## src/rtl/i2crm_pkg.sv

```systemverilog
// shared types and constants of the i2c register master
`default_nettype none

package i2crm_pkg;

    // bus phase codes of the transaction sequencer
    localparam int PHASE_W = 4;
    localparam logic [PHASE_W-1:0] PH_IDLE      = 4'd0;
    localparam logic [PHASE_W-1:0] PH_RS_LOW    = 4'd1;
    localparam logic [PHASE_W-1:0] PH_START_A   = 4'd2;
    localparam logic [PHASE_W-1:0] PH_START_B   = 4'd3;
    localparam logic [PHASE_W-1:0] PH_START_C   = 4'd4;
    localparam logic [PHASE_W-1:0] PH_BIT_LOW   = 4'd5;
    localparam logic [PHASE_W-1:0] PH_BIT_HIGH  = 4'd6;
    localparam logic [PHASE_W-1:0] PH_ACK_LOW   = 4'd7;
    localparam logic [PHASE_W-1:0] PH_ACK_HIGH  = 4'd8;
    localparam logic [PHASE_W-1:0] PH_RD_LOW    = 4'd9;
    localparam logic [PHASE_W-1:0] PH_RD_HIGH   = 4'd10;
    localparam logic [PHASE_W-1:0] PH_NACK_LOW  = 4'd11;
    localparam logic [PHASE_W-1:0] PH_NACK_HIGH = 4'd12;
    localparam logic [PHASE_W-1:0] PH_STOP_A    = 4'd13;
    localparam logic [PHASE_W-1:0] PH_STOP_B    = 4'd14;
    localparam logic [PHASE_W-1:0] PH_STOP_C    = 4'd15;

    // request mode codes
    localparam logic MODE_CMD  = 1'b0;
    localparam logic MODE_TICK = 1'b1;

    // byte steps of a transaction after each acknowledge
    localparam logic [2:0] STEP_ADDR = 3'd0;
    localparam logic [2:0] STEP_REG  = 3'd1;
    localparam logic [2:0] STEP_DATA = 3'd2;

    localparam logic [7:0] MSB_MASK      = 8'h80;
    localparam logic [7:0] TIMEOUT_RESET = 8'd250;
    localparam logic [3:0] BITS_PER_BYTE = 4'd8;

    typedef struct packed {
        logic       mode;
        logic       is_read;
        logic [6:0] device_address;
        logic [7:0] register_address;
        logic [7:0] write_data;
        logic       sda_in;
    } t_req;

    typedef struct packed {
        logic       scl_out;
        logic       sda_out;
        logic       busy_res;
        logic       done_res;
        logic       ack_error;
        logic [7:0] read_data;
        logic       cmd_rejected;
    } t_res;

endpackage

`default_nettype wire

```

## src/rtl/i2crm_intf.sv

```systemverilog
// request and result channel interfaces of the i2c register master
`default_nettype none

interface i2crm_req_if;
    logic       valid;
    logic       ready;
    logic       mode;
    logic       is_read;
    logic [6:0] device_address;
    logic [7:0] register_address;
    logic [7:0] write_data;
    logic       sda_in;

    modport source (
        output valid, mode, is_read, device_address, register_address, write_data, sda_in,
        input  ready
    );
    modport sink (
        input  valid, mode, is_read, device_address, register_address, write_data, sda_in,
        output ready
    );
endinterface

interface i2crm_res_if;
    logic       valid;
    logic       ready;
    logic       scl_out;
    logic       sda_out;
    logic       busy_res;
    logic       done_res;
    logic       ack_error;
    logic [7:0] read_data;
    logic       cmd_rejected;

    modport source (
        output valid, scl_out, sda_out, busy_res, done_res, ack_error, read_data,
               cmd_rejected,
        input  ready
    );
    modport sink (
        input  valid, scl_out, sda_out, busy_res, done_res, ack_error, read_data,
               cmd_rejected,
        output ready
    );
endinterface

`default_nettype wire

```

## src/rtl/i2crm_in_stage.sv

```systemverilog
// input register stage holding one accepted request
`default_nettype none

module i2crm_in_stage
    import i2crm_pkg::*;
(
    input  wire logic  i_clk,
    input  wire logic  i_rst_n,
    i2crm_req_if.sink  i_req,
    input  wire logic  i_advance,
    output logic       o_valid,
    output t_req       o_item
);

    logic r_valid;
    logic n_valid;
    t_req r_item;

    // take a request whenever the stage is empty or draining this cycle
    assign i_req.ready = !r_valid || i_advance;

    always_comb begin
        n_valid = r_valid;
        if (i_req.valid && i_req.ready) begin
            n_valid = 1'b1;
        end else if (i_advance) begin
            n_valid = 1'b0;
        end
    end

    // occupancy flag
    always_ff @(posedge i_clk) begin
        if (!i_rst_n) begin
            r_valid <= 1'b0;
        end else begin
            r_valid <= n_valid;
        end
    end

    // request payload
    always_ff @(posedge i_clk) begin
        if (i_req.valid && i_req.ready) begin
            r_item.mode             <= i_req.mode;
            r_item.is_read          <= i_req.is_read;
            r_item.device_address   <= i_req.device_address;
            r_item.register_address <= i_req.register_address;
            r_item.write_data       <= i_req.write_data;
            r_item.sda_in           <= i_req.sda_in;
        end
    end

    assign o_valid = r_valid;
    assign o_item  = r_item;

endmodule

`default_nettype wire

```

## src/rtl/i2crm_sequencer.sv

```systemverilog
// transaction state and one-phase-per-tick next-state logic
`default_nettype none

module i2crm_sequencer
    import i2crm_pkg::*;
(
    input  wire logic       i_clk,
    input  wire logic       i_rst_n,
    input  wire logic       i_cfg_we,
    input  wire logic [7:0] i_cfg_wdata,
    input  wire logic       i_advance,
    input  wire t_req       i_item,
    output t_res            o_res
);

    logic [PHASE_W-1:0] r_phase, n_phase;
    logic [3:0]         r_bit_count, n_bit_count;
    logic [7:0]         r_shift, n_shift;
    logic [2:0]         r_step, n_step;
    logic [7:0]         r_wait, n_wait;
    logic               r_is_read, n_is_read;
    logic [6:0]         r_dev, n_dev;
    logic [7:0]         r_reg, n_reg;
    logic [7:0]         r_dat, n_dat;
    logic [7:0]         r_rx, n_rx;
    logic [1:0]         r_lines, n_lines;
    logic               r_err, n_err;
    logic [7:0]         r_timeout;
    logic               n_done;
    logic               n_rej;

    // next state for the request in the input register
    always_comb begin
        n_phase     = r_phase;
        n_bit_count = r_bit_count;
        n_shift     = r_shift;
        n_step      = r_step;
        n_wait      = r_wait;
        n_is_read   = r_is_read;
        n_dev       = r_dev;
        n_reg       = r_reg;
        n_dat       = r_dat;
        n_rx        = r_rx;
        n_lines     = r_lines;
        n_err       = r_err;
        n_done      = 1'b0;
        n_rej       = 1'b0;

        if (i_item.mode == MODE_CMD) begin
            if (r_phase != PH_IDLE) begin
                n_rej = 1'b1;
            end else begin
                n_is_read   = i_item.is_read;
                n_dev       = i_item.device_address;
                n_reg       = i_item.register_address;
                n_dat       = i_item.write_data;
                n_err       = 1'b0;
                n_step      = STEP_ADDR;
                n_bit_count = 4'd0;
                n_wait      = 8'd0;
                n_phase     = PH_START_A;
            end
        end else begin
            unique case (r_phase)
                PH_IDLE: begin
                end
                PH_RS_LOW: begin
                    n_lines = 2'b01;
                    n_phase = PH_START_A;
                end
                PH_START_A: begin
                    n_lines = 2'b11;
                    n_phase = PH_START_B;
                end
                PH_START_B: begin
                    n_lines = 2'b10;
                    n_phase = PH_START_C;
                end
                PH_START_C: begin
                    n_lines     = 2'b00;
                    n_shift     = {r_dev, (r_step != STEP_ADDR)};
                    n_bit_count = 4'd0;
                    n_phase     = PH_BIT_LOW;
                end
                PH_BIT_LOW: begin
                    n_lines = {1'b0, (r_shift & MSB_MASK) != 8'd0};
                    n_phase = PH_BIT_HIGH;
                end
                PH_BIT_HIGH: begin
                    n_lines     = {1'b1, r_lines[0]};
                    n_shift     = {r_shift[6:0], 1'b0};
                    n_bit_count = r_bit_count + 4'd1;
                    n_phase     = (n_bit_count >= BITS_PER_BYTE) ? PH_ACK_LOW : PH_BIT_LOW;
                end
                PH_ACK_LOW: begin
                    n_lines = 2'b01;
                    n_wait  = 8'd0;
                    n_phase = PH_ACK_HIGH;
                end
                PH_ACK_HIGH: begin
                    n_lines = 2'b11;
                    if (!i_item.sda_in) begin
                        // acknowledged: pick the next byte of the transaction
                        n_step = r_step + 3'd1;
                        if (n_step == STEP_REG) begin
                            n_shift     = r_reg;
                            n_bit_count = 4'd0;
                            n_phase     = PH_BIT_LOW;
                        end else if (!r_is_read) begin
                            if (n_step == STEP_DATA) begin
                                n_shift     = r_dat;
                                n_bit_count = 4'd0;
                                n_phase     = PH_BIT_LOW;
                            end else begin
                                n_phase = PH_STOP_A;
                            end
                        end else if (n_step == STEP_DATA) begin
                            n_phase = PH_RS_LOW;
                        end else begin
                            n_shift     = 8'd0;
                            n_bit_count = 4'd0;
                            n_phase     = PH_RD_LOW;
                        end
                    end else if (r_wait >= r_timeout) begin
                        n_err   = 1'b1;
                        n_phase = PH_STOP_A;
                    end else begin
                        n_wait = r_wait + 8'd1;
                    end
                end
                PH_RD_LOW: begin
                    n_lines = 2'b01;
                    n_phase = PH_RD_HIGH;
                end
                PH_RD_HIGH: begin
                    n_lines     = 2'b11;
                    n_shift     = {r_shift[6:0], i_item.sda_in};
                    n_bit_count = r_bit_count + 4'd1;
                    n_phase     = (n_bit_count >= BITS_PER_BYTE) ? PH_NACK_LOW : PH_RD_LOW;
                end
                PH_NACK_LOW: begin
                    n_lines = 2'b01;
                    n_phase = PH_NACK_HIGH;
                end
                PH_NACK_HIGH: begin
                    n_lines = 2'b11;
                    n_phase = PH_STOP_A;
                end
                PH_STOP_A: begin
                    n_lines = 2'b00;
                    n_phase = PH_STOP_B;
                end
                PH_STOP_B: begin
                    n_lines = 2'b10;
                    n_phase = PH_STOP_C;
                end
                PH_STOP_C: begin
                    n_lines = 2'b11;
                    if (!r_err && r_is_read) begin
                        n_rx = r_shift;
                    end
                    n_done  = 1'b1;
                    n_phase = PH_IDLE;
                end
                default: begin
                end
            endcase
        end
    end

    // result fields as seen after this request
    always_comb begin
        o_res.scl_out      = n_lines[1];
        o_res.sda_out      = n_lines[0];
        o_res.busy_res     = (n_phase != PH_IDLE);
        o_res.done_res     = n_done;
        o_res.ack_error    = n_err;
        o_res.read_data    = n_rx;
        o_res.cmd_rejected = n_rej;
    end

    // ack timeout register
    always_ff @(posedge i_clk) begin
        if (!i_rst_n) begin
            r_timeout <= TIMEOUT_RESET;
        end else if (i_cfg_we) begin
            r_timeout <= i_cfg_wdata;
        end
    end

    // sequencer state, updated as each request leaves the input register
    always_ff @(posedge i_clk) begin
        if (!i_rst_n) begin
            r_phase     <= PH_IDLE;
            r_bit_count <= 4'd0;
            r_shift     <= 8'd0;
            r_step      <= STEP_ADDR;
            r_wait      <= 8'd0;
            r_is_read   <= 1'b0;
            r_dev       <= 7'd0;
            r_reg       <= 8'd0;
            r_dat       <= 8'd0;
            r_rx        <= 8'd0;
            r_lines     <= 2'b11;
            r_err       <= 1'b0;
        end else if (i_advance) begin
            r_phase     <= n_phase;
            r_bit_count <= n_bit_count;
            r_shift     <= n_shift;
            r_step      <= n_step;
            r_wait      <= n_wait;
            r_is_read   <= n_is_read;
            r_dev       <= n_dev;
            r_reg       <= n_reg;
            r_dat       <= n_dat;
            r_rx        <= n_rx;
            r_lines     <= n_lines;
            r_err       <= n_err;
        end
    end

endmodule

`default_nettype wire

```

## src/rtl/i2c_register_master_unit.sv

```systemverilog
// top level of the i2c register master: input stage, sequencer, result register
//
// Usage:
//   i_req carries requests. mode 0 is a command (is_read, device_address,
//   register_address, write_data) that starts a register write or read when
//   the master is idle; mode 1 is a bus tick that moves SCL/SDA on by one
//   phase, with sda_in the sampled data line.
//   o_res gives exactly one result per request: the line levels to drive,
//   busy, a done pulse, the ack error flag, the last read byte and whether a
//   command was turned away because a transaction was running.
//   i_cfg_we/i_cfg_wdata write the ack timeout (reset 250); write only idle.
// Timing:
//   one request per cycle while o_res is not held off. A request is taken into
//   the input register, the sequencer settles state and result from it and
//   the result register loads them once it is free; o_res is driven from
//   that register.
// Reset:
//   synchronous; both lines released high, sequencer idle, both stages empty.
// Stall:
//   while o_res is held off the result register keeps its value, the input
//   register fills and i_req.ready drops; nothing is dropped or repeated.
`default_nettype none

module i2c_register_master_unit
    import i2crm_pkg::*;
(
    input  wire logic       i_clk,
    input  wire logic       i_rst_n,
    input  wire logic       i_cfg_we,
    input  wire logic [7:0] i_cfg_wdata,
    i2crm_req_if.sink       i_req,
    i2crm_res_if.source     o_res
);

    logic in_valid;
    t_req in_item;
    t_res seq_res;
    logic advance;
    logic r_out_valid;
    t_res r_out;

    // move the held request on when the result register is free
    assign advance = in_valid && (!r_out_valid || o_res.ready);

    i2crm_in_stage u_in_stage (
        .i_clk     (i_clk),
        .i_rst_n   (i_rst_n),
        .i_req     (i_req),
        .i_advance (advance),
        .o_valid   (in_valid),
        .o_item    (in_item)
    );

    i2crm_sequencer u_sequencer (
        .i_clk       (i_clk),
        .i_rst_n     (i_rst_n),
        .i_cfg_we    (i_cfg_we),
        .i_cfg_wdata (i_cfg_wdata),
        .i_advance   (advance),
        .i_item      (in_item),
        .o_res       (seq_res)
    );

    // result register valid flag
    always_ff @(posedge i_clk) begin
        if (!i_rst_n) begin
            r_out_valid <= 1'b0;
        end else if (advance) begin
            r_out_valid <= 1'b1;
        end else if (o_res.ready) begin
            r_out_valid <= 1'b0;
        end
    end

    // result payload
    always_ff @(posedge i_clk) begin
        if (advance) begin
            r_out <= seq_res;
        end
    end

    assign o_res.valid        = r_out_valid;
    assign o_res.scl_out      = r_out.scl_out;
    assign o_res.sda_out      = r_out.sda_out;
    assign o_res.busy_res     = r_out.busy_res;
    assign o_res.done_res     = r_out.done_res;
    assign o_res.ack_error    = r_out.ack_error;
    assign o_res.read_data    = r_out.read_data;
    assign o_res.cmd_rejected = r_out.cmd_rejected;

endmodule

`default_nettype wire

```

## src/flat_wrapper.sv

```systemverilog
// flat-port wrapper written by rule: the top's interface ports become plain ports
module i2c_register_master_unit_flat import i2crm_pkg::*;
  (i_clk, i_rst_n, i_cfg_we, i_cfg_wdata, i_req_valid, i_req_mode, i_req_is_read, i_req_device_address, i_req_register_address, i_req_write_data, i_req_sda_in, i_req_ready, o_res_valid, o_res_scl_out, o_res_sda_out, o_res_busy_res, o_res_done_res, o_res_ack_error, o_res_read_data, o_res_cmd_rejected, o_res_ready);
  i2crm_req_if i_req_i ();
  i2crm_res_if o_res_i ();
  input  wire logic i_clk;
  input  wire logic i_rst_n;
  input  wire logic i_cfg_we;
  input  wire logic [7:0] i_cfg_wdata;
  input wire logic [$bits(i_req_i.valid)-1:0] i_req_valid;
  input wire logic [$bits(i_req_i.mode)-1:0] i_req_mode;
  input wire logic [$bits(i_req_i.is_read)-1:0] i_req_is_read;
  input wire logic [$bits(i_req_i.device_address)-1:0] i_req_device_address;
  input wire logic [$bits(i_req_i.register_address)-1:0] i_req_register_address;
  input wire logic [$bits(i_req_i.write_data)-1:0] i_req_write_data;
  input wire logic [$bits(i_req_i.sda_in)-1:0] i_req_sda_in;
  output wire logic [$bits(i_req_i.ready)-1:0] i_req_ready;
  output wire logic [$bits(o_res_i.valid)-1:0] o_res_valid;
  output wire logic [$bits(o_res_i.scl_out)-1:0] o_res_scl_out;
  output wire logic [$bits(o_res_i.sda_out)-1:0] o_res_sda_out;
  output wire logic [$bits(o_res_i.busy_res)-1:0] o_res_busy_res;
  output wire logic [$bits(o_res_i.done_res)-1:0] o_res_done_res;
  output wire logic [$bits(o_res_i.ack_error)-1:0] o_res_ack_error;
  output wire logic [$bits(o_res_i.read_data)-1:0] o_res_read_data;
  output wire logic [$bits(o_res_i.cmd_rejected)-1:0] o_res_cmd_rejected;
  input wire logic [$bits(o_res_i.ready)-1:0] o_res_ready;
  assign i_req_i.valid = i_req_valid;
  assign i_req_i.mode = i_req_mode;
  assign i_req_i.is_read = i_req_is_read;
  assign i_req_i.device_address = i_req_device_address;
  assign i_req_i.register_address = i_req_register_address;
  assign i_req_i.write_data = i_req_write_data;
  assign i_req_i.sda_in = i_req_sda_in;
  assign i_req_ready = i_req_i.ready;
  assign o_res_valid = o_res_i.valid;
  assign o_res_scl_out = o_res_i.scl_out;
  assign o_res_sda_out = o_res_i.sda_out;
  assign o_res_busy_res = o_res_i.busy_res;
  assign o_res_done_res = o_res_i.done_res;
  assign o_res_ack_error = o_res_i.ack_error;
  assign o_res_read_data = o_res_i.read_data;
  assign o_res_cmd_rejected = o_res_i.cmd_rejected;
  assign o_res_i.ready = o_res_ready;
  i2c_register_master_unit u_core (.i_clk(i_clk), .i_rst_n(i_rst_n), .i_cfg_we(i_cfg_we), .i_cfg_wdata(i_cfg_wdata), .i_req(i_req_i), .o_res(o_res_i));
endmodule
```

## config.mk

```make
export PLATFORM = sky130hd
export DESIGN_NAME = i2c_register_master_unit_flat
export DESIGN_NICKNAME = d
export VERILOG_FILES = /design/src/rtl/i2crm_pkg.sv /design/src/rtl/i2crm_intf.sv /design/src/rtl/i2crm_in_stage.sv /design/src/rtl/i2crm_sequencer.sv /design/src/rtl/i2c_register_master_unit.sv /design/src/flat_wrapper.sv
export SDC_FILE = /design/constraint.sdc
export NUM_CORES = 1
export LEC_CHECK = 0
export ABC_AREA = 0
export BUFFER_PORTS_ARGS = -buffer_cell sky130_fd_sc_hd__buf_2
export CELL_PAD_IN_SITES_DETAIL_PLACEMENT = 0
export CELL_PAD_IN_SITES_GLOBAL_PLACEMENT = 2
export CORE_ASPECT_RATIO = 0.5
export CORE_UTILIZATION = 40
export CTS_CLUSTER_DIAMETER = 80
export DETAILED_ROUTE_END_ITERATION = 8
export GPL_TIMING_DRIVEN = 0
export PLACE_DENSITY = 0.95
export SLEW_MARGIN = 20
export SYNTH_ARGS = -nofsm -noshare
export SYNTH_HDL_FRONTEND = slang
export SYNTH_SLANG_ARGS = --single-unit
```

## constraint.sdc

```tcl
create_clock -name i_clk -period 3.7 [get_ports i_clk]
set_input_delay 0.185 -clock i_clk [delete_from_list [all_inputs] [get_ports i_clk]]
set_output_delay 0.185 -clock i_clk [all_outputs]
set_load 0.005 [all_outputs]
```

* Word-level counts from Yosys, hierarchy flattened
Index checks and enable logic that the tools add are counted.
** Cells by class
- Add/subtract/negate cells :: 3
- Order comparisons :: 2
- Equality and inequality tests :: 30
- Mux-type cells :: 50
- Bitwise gates (word level) :: 2
- Reduce and logical (&&, ||, !) cells :: 24
** Operator list (count)
- $mux W8 :: 12
- $mux W4 :: 15
- $pmux W4 S15 :: 1
- $eq A4 B4 Y1 const B :: 8
- $pmux W8 S4 :: 1
- $eq A4 B3 Y1 const B :: 4
- $pmux W8 S2 :: 1
- $mux W3 :: 4
- $ne A3 B3 Y1 const B :: 4
- $ne A4 B4 Y1 const B :: 3
- $pmux W2 S6 :: 1
- $pmux W4 S3 :: 1
- $reduce_and A6 Y1 :: 2
- $reduce_bool A4 Y1 :: 3
- $mux W1 :: 11
- $ne A5 B5 Y1 const B :: 2
- $add A8 B1 Y8 const B :: 1
- $eq A4 B2 Y1 const B :: 2
- $ge A8 B8 Y1 :: 1
- $mux W2 :: 3
- $ne A2 B2 Y1 const B :: 3
- $reduce_or A2 Y1 :: 3
- $reduce_and A5 Y1 :: 1
- $reduce_or A5 Y1 :: 1
- other kinds (16) :: 23
** Word-level totals
- Bits in registers :: 112
- Input bits :: 39
- Output and inout bits :: 16
- Logic and storage cells :: 139

* Longest topological paths before layout
Gate-level depths: netlist (run 1).
- Depth in word-level cells :: 9
- Gate-level depth with buffers :: 9
- Mapped depth without buffers :: 7

* Modules after synthesis
Synthesis (run 1) repeated with hierarchy kept, for this count alone.
** Second synthesis, totals
- Cells, all modules :: 524
- Area total of the unflattened synthesis :: 5134.9 sq um
** By module, submodules not included
- i2crm_sequencer :: instances 1, cells an instance 475, area an instance 3828.7 sq um, sequential area each 1401.3 sq um
- i2crm_in_stage :: instances 1, cells an instance 31, area an instance 838.3 sq um, sequential area each 800.8 sq um
- i2c_register_master_unit :: instances 1, cells an instance 18, area an instance 467.9 sq um, sequential area each 440.4 sq um

* Worst setup path before layout (run 1)
OpenSTA, ideal clock, no wires.
- Path type :: register to register
- Start :: reg u_core.u_sequencer.r_phase[1]
- End :: reg u_core.u_sequencer.r_wait[6]
- Library setup time :: 0.071 ns
- Arrival :: 2.252 ns
- Required time :: 3.629 ns
- Setup slack :: 1.376 ns
- Stages on the path, launching flop included :: 7
- Buffers on the path :: 1
- Clock period less this slack :: 2.324 ns
- Path through :: dfxtp_1 -> buf_6 -> or4b_4 -> o221a_4 -> or4_4 -> or4_1 -> a21oi_1
** Between the ends
- Longest elaborated chain between the ends :: 3
- Elaborated cells on any way between the ends :: 10
- Those cells by class :: eq/ne: 6; mux: 2; reduce/logical: 2
** RTL lines
- start: declaration :: RTL line i2crm_sequencer.sv:16 : logic [PHASE_W-1:0] r_phase, n_phase;
- start signal: assignment :: RTL line i2crm_sequencer.sv:207 : r_phase <= n_phase;
- $eq A4 B4 Y1 (tied with other cells) :: RTL line i2crm_sequencer.sv:64 : unique case (r_phase)
- $ne A3 B3 Y1 (no line) (tied with other cells)
- $reduce_and A5 Y1 (no line) or $mux W8 (tied branches)
- end signal: assignment :: RTL line i2crm_sequencer.sv:211 : r_wait <= n_wait;
- end: declaration :: RTL line i2crm_sequencer.sv:20 : logic [7:0] r_wait, n_wait;
Several ways; a longest one is shown, not always the timed one.
A chain may end at the register's enable or synchronous reset.

==> results.py, run 1 <==
metrics = {
    "status": {
        "status": "completed",
    },
    "drt": {
        "avgRoutedWirePerCell_um": 16.2,
        "drtIter0Drc": 360,
        "drt_wl_total_um": 12400,
        "viasPerCell": 5.48,
        "vias": 4187,
        "ant_nets": 0,
        "dr.pass1.iters": 5,
        "drc_errors": 0,
    },
    "worst_setup_path": {
        "path_max_fanout": 10,
        "start_kind": "flip-flop",
        "worstSetupPathType": "flip-flop to flip-flop",
        "reg2reg_setup_slack_ps": 450,
        "crit_path_end_kind": "flip-flop",
        "cp.arrival_ps": 3450,
        "reg2reg_depth": 6,
        "worstPathRequired_ps": 3900,
    },
    "floorplan": {
        "coreArea_um2": 12100,
        "boundaryPins": 55,
        "initial_core_util_pct": 41.9,
        "fp-row-count": 28,
        "die_y_um": 81.6,
        "die_w_um": 161,
        "die_area_um2": 13100,
    },
    "synthesis": {
        "synth-edff-count": 40,
        "yosys.area.top_type_share_pct": 28.5,
        "synth_top_flop_cell": "dfxtp_1",
        "syn_avg_cell_area_um2": 9.75,
        "ys_top_cells_by_area": "dfxtp_1, edfxtp_1, nand2_1",
        "synth_cell_types": 58,
        "netlist_area_um2": 5060,
        "ys_ff_latch": 112,
        "synth_nets": 571,
        "synth_cells": 519,
        "yosysSeqAreaShare_pct": 52.2,
        "yosys_warnings": 0,
        "ys_async_sr_fraction_pct": 0,
        "yosys.area.top_type": "dfxtp_1",
    },
    "cts": {
        "cts_root_buf": "clkbuf_16",
        "cts_sinks": 112,
        "cts_setup_buffers": 0,
        "clockBufferDepth": 2,
        "clk_latency_ps": 350,
        "tritoncts": "built",
        "cts-buffers-inserted": 9,
        "clk_pin_slew_ps": 80,
        "cts_resized": 0,
        "htreeDepth": 3,
    },
    "place": {
        "place.gp.congestion": 0.897,
        "port_buffers": 52,
        "dp_hpwl_um": 8830,
        "dpl_cell_area_um2": 5540,
    },
    "timing": {
        "rsz0062_at_grt": "no",
        "setup-tns-final_ps": 0,
        "hold_viol": 0,
        "tightest_slew_ps": 1030,
        "slew_violations": 0,
        "fmax_mhz": 307,
        "fin_crit_ps": 3250,
        "holdWs_ps": 6.25,
        "maxSlewHeadroom_pct": 30.6,
        "finClkSkew_ps": 7.78,
        "setup_viol": 0,
        "fin_crit_sh_pct": 87.9,
    },
    "global_route": {
        "grt_overflow": 0,
        "first_global_vias": 3885,
        "grt_pass1_wl_um": 20000,
        "grt_max_degree": 27,
        "track_usage_pct": 19.7,
        "antenna_found_initial": 0,
    },
    "power": {
        "total_power_uw": 2440,
        "power_frac_comb_pct": 6.6,
        "swShare_pct": 24.1,
        "leakagePower_uw": 0.00214,
        "p_sw_uw": 587,
        "clockPowerShare_pct": 38.6,
        "irDropWorstVdd_v": 0.000252,
        "power_density_nw_per_um2": 410,
        "pwr-share-seq_pct": 54.8,
        "intPower_uw": 1850,
    },
    "final_layout": {
        "syn_to_final_growth_pct": 17.4,
        "drive_above_1_share_pct": 15.5,
        "n_antenna_cell": 0,
        "design_area_um2": 5950,
        "final_util_pct": 49.2,
        "num-fill-cells": 1158,
        "nNetsFinal": 646,
        "layout_commonest_cell": "nand2_1",
        "final_cell_mix": "nand2_1, dfxtp_1, buf_2",
        "largest_reg_flops": 26,
    },
    "hold_path": {
        "holdCritPathClass": "primary input to flip-flop",
        "whs_path_depth": 1,
    },
    "flow_run": {
        "cap_violations": 0,
    },
}
-- path summary, 6_finish.rpt --
path                                 start                            to
max          u_core.u_sequencer.r_phase[3]        u_core.o_res.ack_error
min reg2reg    u_core.u_sequencer.r_dev[6]   u_core.u_sequencer.r_dev[6]
max reg2reg  u_core.u_sequencer.r_phase[3]        u_core.o_res.ack_error
min              i_req_register_address[5]  u_core.u_in_stage.o_item[14]
-- metrics by stage --
stage | setup slack (ps) | std cells
detailed placement | 605 | 736
global route | 265 | 764
CTS | 550 | 758
global placement | 605 | 736
finish | 447 | 764
floorplan | 1380 | 519
-- kinds of logic (layout without fill, tap and decap cells) --
family	after synthesis	after routing	share of synthesized area, %
AOI/OAI and AO/OA	136	136	17.8
adders and majority gates	13	13	3.21
buffers and inverters	53	133	4.13
xor gates and xnor gates	5	5	0.865
and+or+nand+nor	181	181	17.8
muxes	19	19	3.95
DFF	112	112	52.2
-- cell type report --
type	count	area, um2	area share [%]
inverter	22	82.6	1.39
tap	165	206	3.47
buffer	31	126	2.13
clock inverter	7	60.1	1.01
sequential	112	2640	44.4
multi-input combinational	354	2220	37.4
timing repair buffer	64	380	6.40
clock buffer	9	225	3.79
-- cells in the mapped netlist, drive strengths merged, types with 3 or more instances --
master,instances
nand2,80
dfxtp,72
a21oi,52
edfxtp,40
clkbuf,27
nor2,26
inv,21
o21ai,17
ha,13
mux2i,11
nand3,11
nand4,11
nor3,9
o211ai,9
a221oi,8
a311oi,8
mux2,8
nand3b,8
nor4,6
o31ai,6
a31oi,5
or4,5
a211oi,4
and3,4
buf,4
o311ai,4
a31o,3
a41o,3
nand2b,3
nor2b,3
nor4b,3
o22ai,3
xor2,3
-- worst max-delay path: stages, from the launching register on --
cell and delay [ps]:
dfxtp_1 330, clkbuf_1 360, nor4b_2 840, nand2_1 340, a211oi_1 790, o21ai_0 240
a21oi_1 200
-- power by group through the flow --
stage | sequential (uW) | combinational (uW) | clock, uW
finish | 1340 | 162 | 940
global route | 1340 | 183 | 1000
CTS | 1340 | 157 | 961
detailed placement | 1360 | 152 | 0
global placement | 1360 | 148 | 0
floorplan | 1360 | 90.4 | 0
-- timing repair --
action	in CTS	in global routing
hold buffers	6	6
endpoints found under the setup margin	0	0
endpoints found under the hold margin	6	6
-- metal layers --
layer,vias up,wire length (um),GRT usage (%)
met2,123,5510,31.9
met3,15,513,3.99
li1,2074,-,-
met1,1975,6190,26.8
met4,0,162,5.94
met5,-,0,0
Power figures use the tool's default switching activity.
==> run 2, diff against run 1 <==
- RECOVER_POWER: not set -> 50
==> run 2 against run 1 <==
Effect of this change: the flow now finishes with violations (max-capacitance violations, max-slew violations); count of clock-buffer cells in the layout is the same; clock skew is essentially flat; sequential share of layout area grew 0.12 points; global-route usage is the same; final cell count is the same; non-clock buffer count is the same; largest power group unchanged; critical endpoint unchanged; power is essentially flat; wire length grew 0.59%; fmax grew 1.1%; highest routed layer unchanged; clock power is essentially flat; hold slack gained 0.56 ps.
==> results.py, run 2 (synthesis results as in run 1) <==
metrics = {
    "timing": {
        "fmax_mhz": 311,
        "setup_ws_ps": 483,
        "tightest_slew_ps": 1660,
        "hold_viol": 0,
        "maxSlewHeadroom_pct": -10.5,
        "slew_violations": 27,
        "fin_crit_ps": 3220,
        "setup-tns-final_ps": 0,
        "holdWs_ps": 6.81,
        "fin_crit_sh_pct": 87.0,
        "finClkSkew_ps": 8.03,
        "setup_viol": 0,
        "rsz0062_at_grt": "no",
    },
    "power": {
        "irDropWorstVdd_v": 0.000253,
        "p_sw_uw": 589,
        "pwr-share-seq_pct": 54.8,
        "leakagePower_uw": 0.00211,
        "intPower_uw": 1850,
        "power_frac_comb_pct": 6.6,
        "clockPowerShare_pct": 38.6,
        "power_density_nw_per_um2": 411,
        "swShare_pct": 24.2,
    },
    "hold_path": {
        "whs_path_depth": 1,
        "hold_end": "u_core.u_in_stage.o_item[14]",
        "holdCritPathClass": "primary input to flip-flop",
        "hp-start": "i_req_register_address[5]",
    },
    "worst_setup_path": {
        "cp.arrival_ps": 3410,
        "r2r-start": "u_core.u_sequencer.r_phase[3]",
        "reg2reg_depth": 6,
        "reg2reg_setup_slack_ps": 480,
        "start_kind": "flip-flop",
        "worstSetupPathType": "flip-flop to flip-flop",
        "worstReg2RegEnd": "u_core.o_res.ack_error",
        "path_max_fanout": 10,
        "worstPathRequired_ps": 3900,
        "crit_path_end_kind": "flip-flop",
    },
    "place": {
        "dp_hpwl_um": 8830,
        "dp_cells": 736,
        "place.gp.congestion": 0.897,
        "pre_cts_ws_ps": 605,
        "port_buffers": 52,
    },
    "final_layout": {
        "largest_reg_flops": 26,
        "final_util_pct": 49.1,
        "drive_above_1_share_pct": 13.4,
        "n_antenna_cell": 0,
        "final_cells": 764,
        "layout_commonest_cell": "nand2_1",
        "nNetsFinal": 646,
        "num-fill-cells": 1160,
        "syn_to_final_growth_pct": 17.1,
        "final_cell_mix": "nand2_1, dfxtp_1, a21oi_1",
    },
    "global_route": {
        "grt_pass1_wl_um": 20000,
        "track_usage_pct": 19.7,
        "first_global_vias": 3885,
        "antenna_found_initial": 0,
        "grt_max_degree": 27,
        "grt_overflow": 0,
    },
    "floorplan": {
        "boundaryPins": 55,
        "die_w_um": 161,
        "die_y_um": 81.6,
        "die_area_um2": 13100,
        "coreArea_um2": 12100,
        "fp-row-count": 28,
        "initial_core_util_pct": 41.9,
    },
    "cts": {
        "cts_sinks": 112,
        "tritoncts": "built",
        "cts_root_buf": "clkbuf_16",
        "clk_latency_ps": 350,
        "htreeDepth": 3,
        "clockBufferDepth": 2,
        "cts-buffers-inserted": 9,
        "clk_pin_slew_ps": 80,
    },
    "drt": {
        "drc_errors": 0,
        "dr.pass1.iters": 6,
        "viasPerCell": 5.46,
        "vias": 4169,
        "ant_nets": 0,
        "drt_wl_total_um": 12500,
        "drtIter0Drc": 391,
        "avgRoutedWirePerCell_um": 16.3,
    },
    "flow_run": {
        "cap_violations": 1,
    },
    "status": {
        "violations": "max-capacitance violations, max-slew violations",
        "status": "complete, but fails checks",
    },
}
==> run 2: timing repair <==
| action | 4_1_cts | 5_1_grt |
|---|---|---|
| endpoints found under the hold margin | 6 | 6 |
| setup buffers | 0 | 0 |
| resized for setup | 0 | 0 |
| hold buffers | 6 | 6 |
==> run 2: worst max-delay path by stage <==
stage               slack [ps]                           end                           from
finish                     480        u_core.o_res.ack_error  u_core.u_sequencer.r_phase[3]
detailed placement         610        u_core.o_res.ack_error  u_core.u_sequencer.r_phase[3]
global route               270        u_core.o_res.ack_error  u_core.u_sequencer.r_phase[3]
floorplan                 1380  u_core.u_sequencer.r_wait[6]  u_core.u_sequencer.r_phase[1]
global placement           610        u_core.o_res.ack_error  u_core.u_sequencer.r_phase[3]
CTS                        550        u_core.o_res.ack_error  u_core.u_sequencer.r_phase[3]
==> run 2: final cells by class <==
type | instances | area (um2) | area share [%]
Buffer | 31 | 126 | 2.13
Clock buffer | 9 | 225 | 3.80
Clock inverter | 7 | 60.1 | 1.01
Inverter | 22 | 82.6 | 1.39
Multi-Input combinational cell | 354 | 2220 | 37.5
Sequential cell | 112 | 2640 | 44.6
Tap cell | 165 | 206 | 3.48
Timing Repair Buffer | 64 | 365 | 6.16
==> run 2: per-layer routing <==
layer	vias to the layer above	GRT usage (%)	routed length [um]
li1	2078	-	-
met1	1950	26.8	6110
met2	126	31.9	5580
met3	15	3.99	610
met4	0	5.94	161
met5	-	0	0
==> run 2: power by group through the flow <==
stage	Combinational, uW	Clock [uW]	Sequential [uW]
4_1_cts	157	961	1340
3_3_place_gp	148	0	1360
5_1_grt	181	1000	1340
6_report	161	941	1340
2_1_floorplan	90.4	0	1360
3_5_place_dp	152	0	1360
==> run 2: metrics by stage <==
stage / cell area, um2 / power (uW)
5_1_grt: 5930 / 2530
6_report: 5930 / 2440
3_5_place_dp: 5540 / 1520
3_3_place_gp: 5530 / 1510
2_1_floorplan: 5060 / 1450
4_1_cts: 5880 / 2450
==> run 2: critical path, stage by stage (launching register included) <==
cell	delay [ps]
dfxtp_1	330
clkbuf_1	350
nor4b_2	830
nand2_1	340
a211oi_1	780
o21ai_0	240
a21oi_1	190
==> run 3, diff against run 2 <==
- CORE_ASPECT_RATIO: 0.5 -> not set
- CORE_UTILIZATION: 40 -> 37
- PLACE_DENSITY: 0.95 -> 0.91
- REMOVE_ABC_BUFFERS: not set -> 1
- clock period: 3.7 -> 3.5 ns (I/O delays scaled with it)
==> run 3 against run 2 <==
Effect of this change: the flow still finishes with violations (max-capacitance violations, max-slew violations); highest routed layer unchanged; utilization shrank 3.3 points; global-route usage fell by 2.8 points; count of clock-buffer cells in the layout rose by 1.
==> results.py, run 3 (synthesis results as in run 1) <==
metrics = {
    "place": {
        "dp_cells": 723,
        "pre_cts_ws_ps": 284,
        "port_buffers": 54,
        "dp_hpwl_um": 7680,
        "place.gp.congestion": 0.802,
    },
    "global_route": {
        "grt_max_degree": 49,
        "grtUsageMet1_pct": 22.9,
        "grt_pass1_wl_um": 19000,
        "grt_overflow": 0,
        "first_global_vias": 3849,
        "track_usage_pct": 16.9,
        "antenna_found_initial": 0,
        "grt-busiest-layer": "met2",
        "gr-usage-met3_pct": 2.97,
        "grt_util_met2_pct": 26.5,
    },
    "flow_run": {
        "cap_violations": 1,
    },
    "status": {
        "status": "complete, but fails checks",
        "violations": "max-capacitance violations, max-slew violations",
    },
    "floorplan": {
        "coreArea_um2": 13300,
        "fp-row-count": 42,
        "die_area_um2": 14200,
        "boundaryPins": 55,
        "initial_core_util_pct": 38.1,
        "die_y_um": 119,
        "die_w_um": 119,
    },
    "cts": {
        "cts-buffers-inserted": 9,
        "cts_sinks": 112,
        "cts_resized": 0,
        "tritoncts": "built",
        "cts_root_buf": "clkbuf_16",
        "htreeDepth": 3,
        "clk_pin_slew_ps": 80,
        "clockBufferDepth": 2,
        "clk_latency_ps": 350,
    },
    "final_layout": {
        "layout_commonest_cell": "nand2_1",
        "n_antenna_cell": 0,
        "final_cell_mix": "nand2_1, dfxtp_1, a21oi_1",
        "final_cells": 766,
        "largest_reg_flops": 26,
        "drive_above_1_share_pct": 15.9,
        "syn_to_final_growth_pct": 20.1,
        "nNetsFinal": 637,
        "num-fill-cells": 1280,
    },
    "worst_setup_path": {
        "r2r-start": "u_core.u_sequencer.r_phase[3]",
        "worstSetupPathType": "flip-flop to flip-flop",
        "reg2reg_setup_slack_ps": 580,
        "start_kind": "flip-flop",
        "worstPathRequired_ps": 3740,
        "path_max_fanout": 20,
        "cp.arrival_ps": 3160,
        "crit_path_end_kind": "flip-flop",
        "reg2reg_depth": 5,
        "worstReg2RegEnd": "u_core.u_sequencer.r_bit_count[3]",
    },
    "timing": {
        "finClkSkew_ps": 9.54,
        "hold_viol": 0,
        "rsz0062_at_grt": "no",
        "maxSlewHeadroom_pct": -13.6,
        "fmax_mhz": 343,
        "tightest_slew_ps": 1700,
        "fin_crit_sh_pct": 83.3,
        "fin_crit_ps": 2920,
        "setup_viol": 0,
        "setup_ws_ps": 584,
        "slew_violations": 27,
        "setup-tns-final_ps": 0,
    },
    "drt": {
        "drc_errors": 0,
        "drtIter0Drc": 247,
        "viasPerCell": 5.34,
        "ant_nets": 0,
        "vias": 4092,
        "avgRoutedWirePerCell_um": 14.8,
        "dr.pass1.iters": 5,
        "drt_wl_total_um": 11300,
    },
    "hold_path": {
        "whs_path_depth": 3,
        "hp-start": "i_cfg_wdata[1]",
        "hold_end": "u_core.u_sequencer.r_timeout[1]",
        "holdCritPathClass": "primary input to flip-flop",
    },
    "power": {
        "leakagePower_uw": 0.00219,
        "irDropWorstVdd_v": 0.000242,
        "power_density_nw_per_um2": 446,
    },
}
==> run 3: timing repair <==
item | CTS | global route
hold endpoints to repair | 25 | 1
buffers inserted | 0 | 1
setup endpoints to repair | 0 | 1
hold buffers | 25 | 1
==> run 3: area by class of cell <==
class	instances	area, um2	area share [%]
Sequential cell	112	2640	43.5
Multi-Input combinational cell	354	2230	36.7
Timing Repair Buffer	86	567	9.32
Clock buffer	10	229	3.77
Tap cell	176	220	3.62
Clock inverter	6	104	1.71
Inverter	22	83.8	1.38
==> run 3: per-layer routing <==
layer  vias to the layer above  part of all wire [%]
li1                       2056                     -
met1                      1919                    48
met2                       107                    45
met3                        10                   5.9
met4                         0                   1.3
met5                         -                     0
==> run 3: worst max-delay path, cell delays in order, from the launching register on <==
cell	delay (ps)
dfxtp_1	720
nor3b_1	400
o311ai_0	200
o21bai_1	830
nand2_1	340
a41o_1	320
==> run 3: through the flow <==
| step | util [%] | hold slack [ps] | power [uW] | instance area, um2 |
|---|---|---|---|---|
| 6_report | 45.7 | 28.9 | 2710 | 6080 |
| 3_3_place_gp | 40.8 | 351 | 1580 | 5430 |
| 2_1_floorplan | - | 247 | 1520 | 4940 |
| 4_1_cts | 45.7 | 1.03 | 2750 | 6080 |
| 3_5_place_dp | 41.3 | 354 | 1600 | 5500 |
| 5_1_grt | 45.7 | 42.9 | 2820 | 6080 |
==> run 3: worst max-delay path by stage <==
stage | end | cells after the start | from | slack (ps)
final | u_core.u_sequencer.r_bit_count[3] | 5 | u_core.u_sequencer.r_phase[3] | 580
after global routing | u_core.u_sequencer.r_step[2] | 5 | i_rst_n | 300
after CTS | u_core.o_res.ack_error | 5 | u_core.u_sequencer.r_phase[3] | 260
after detailed placement | u_core.o_res.ack_error | 5 | u_core.u_sequencer.r_phase[3] | 280
after global placement | u_core.u_sequencer.r_dev[0] | 4 | u_core.u_sequencer.r_phase[0] | -400
after floorplan | u_core.u_sequencer.r_bit_count[2] | 4 | u_core.u_sequencer.r_phase[0] | 600
==> run 3: power by group <==
part / switching [uW] / internal (uW) / total [uW]
clock: 486 / 640 / 1130
combinational: 94.7 / 72.3 / 167
sequential: 24.9 / 1390 / 1420
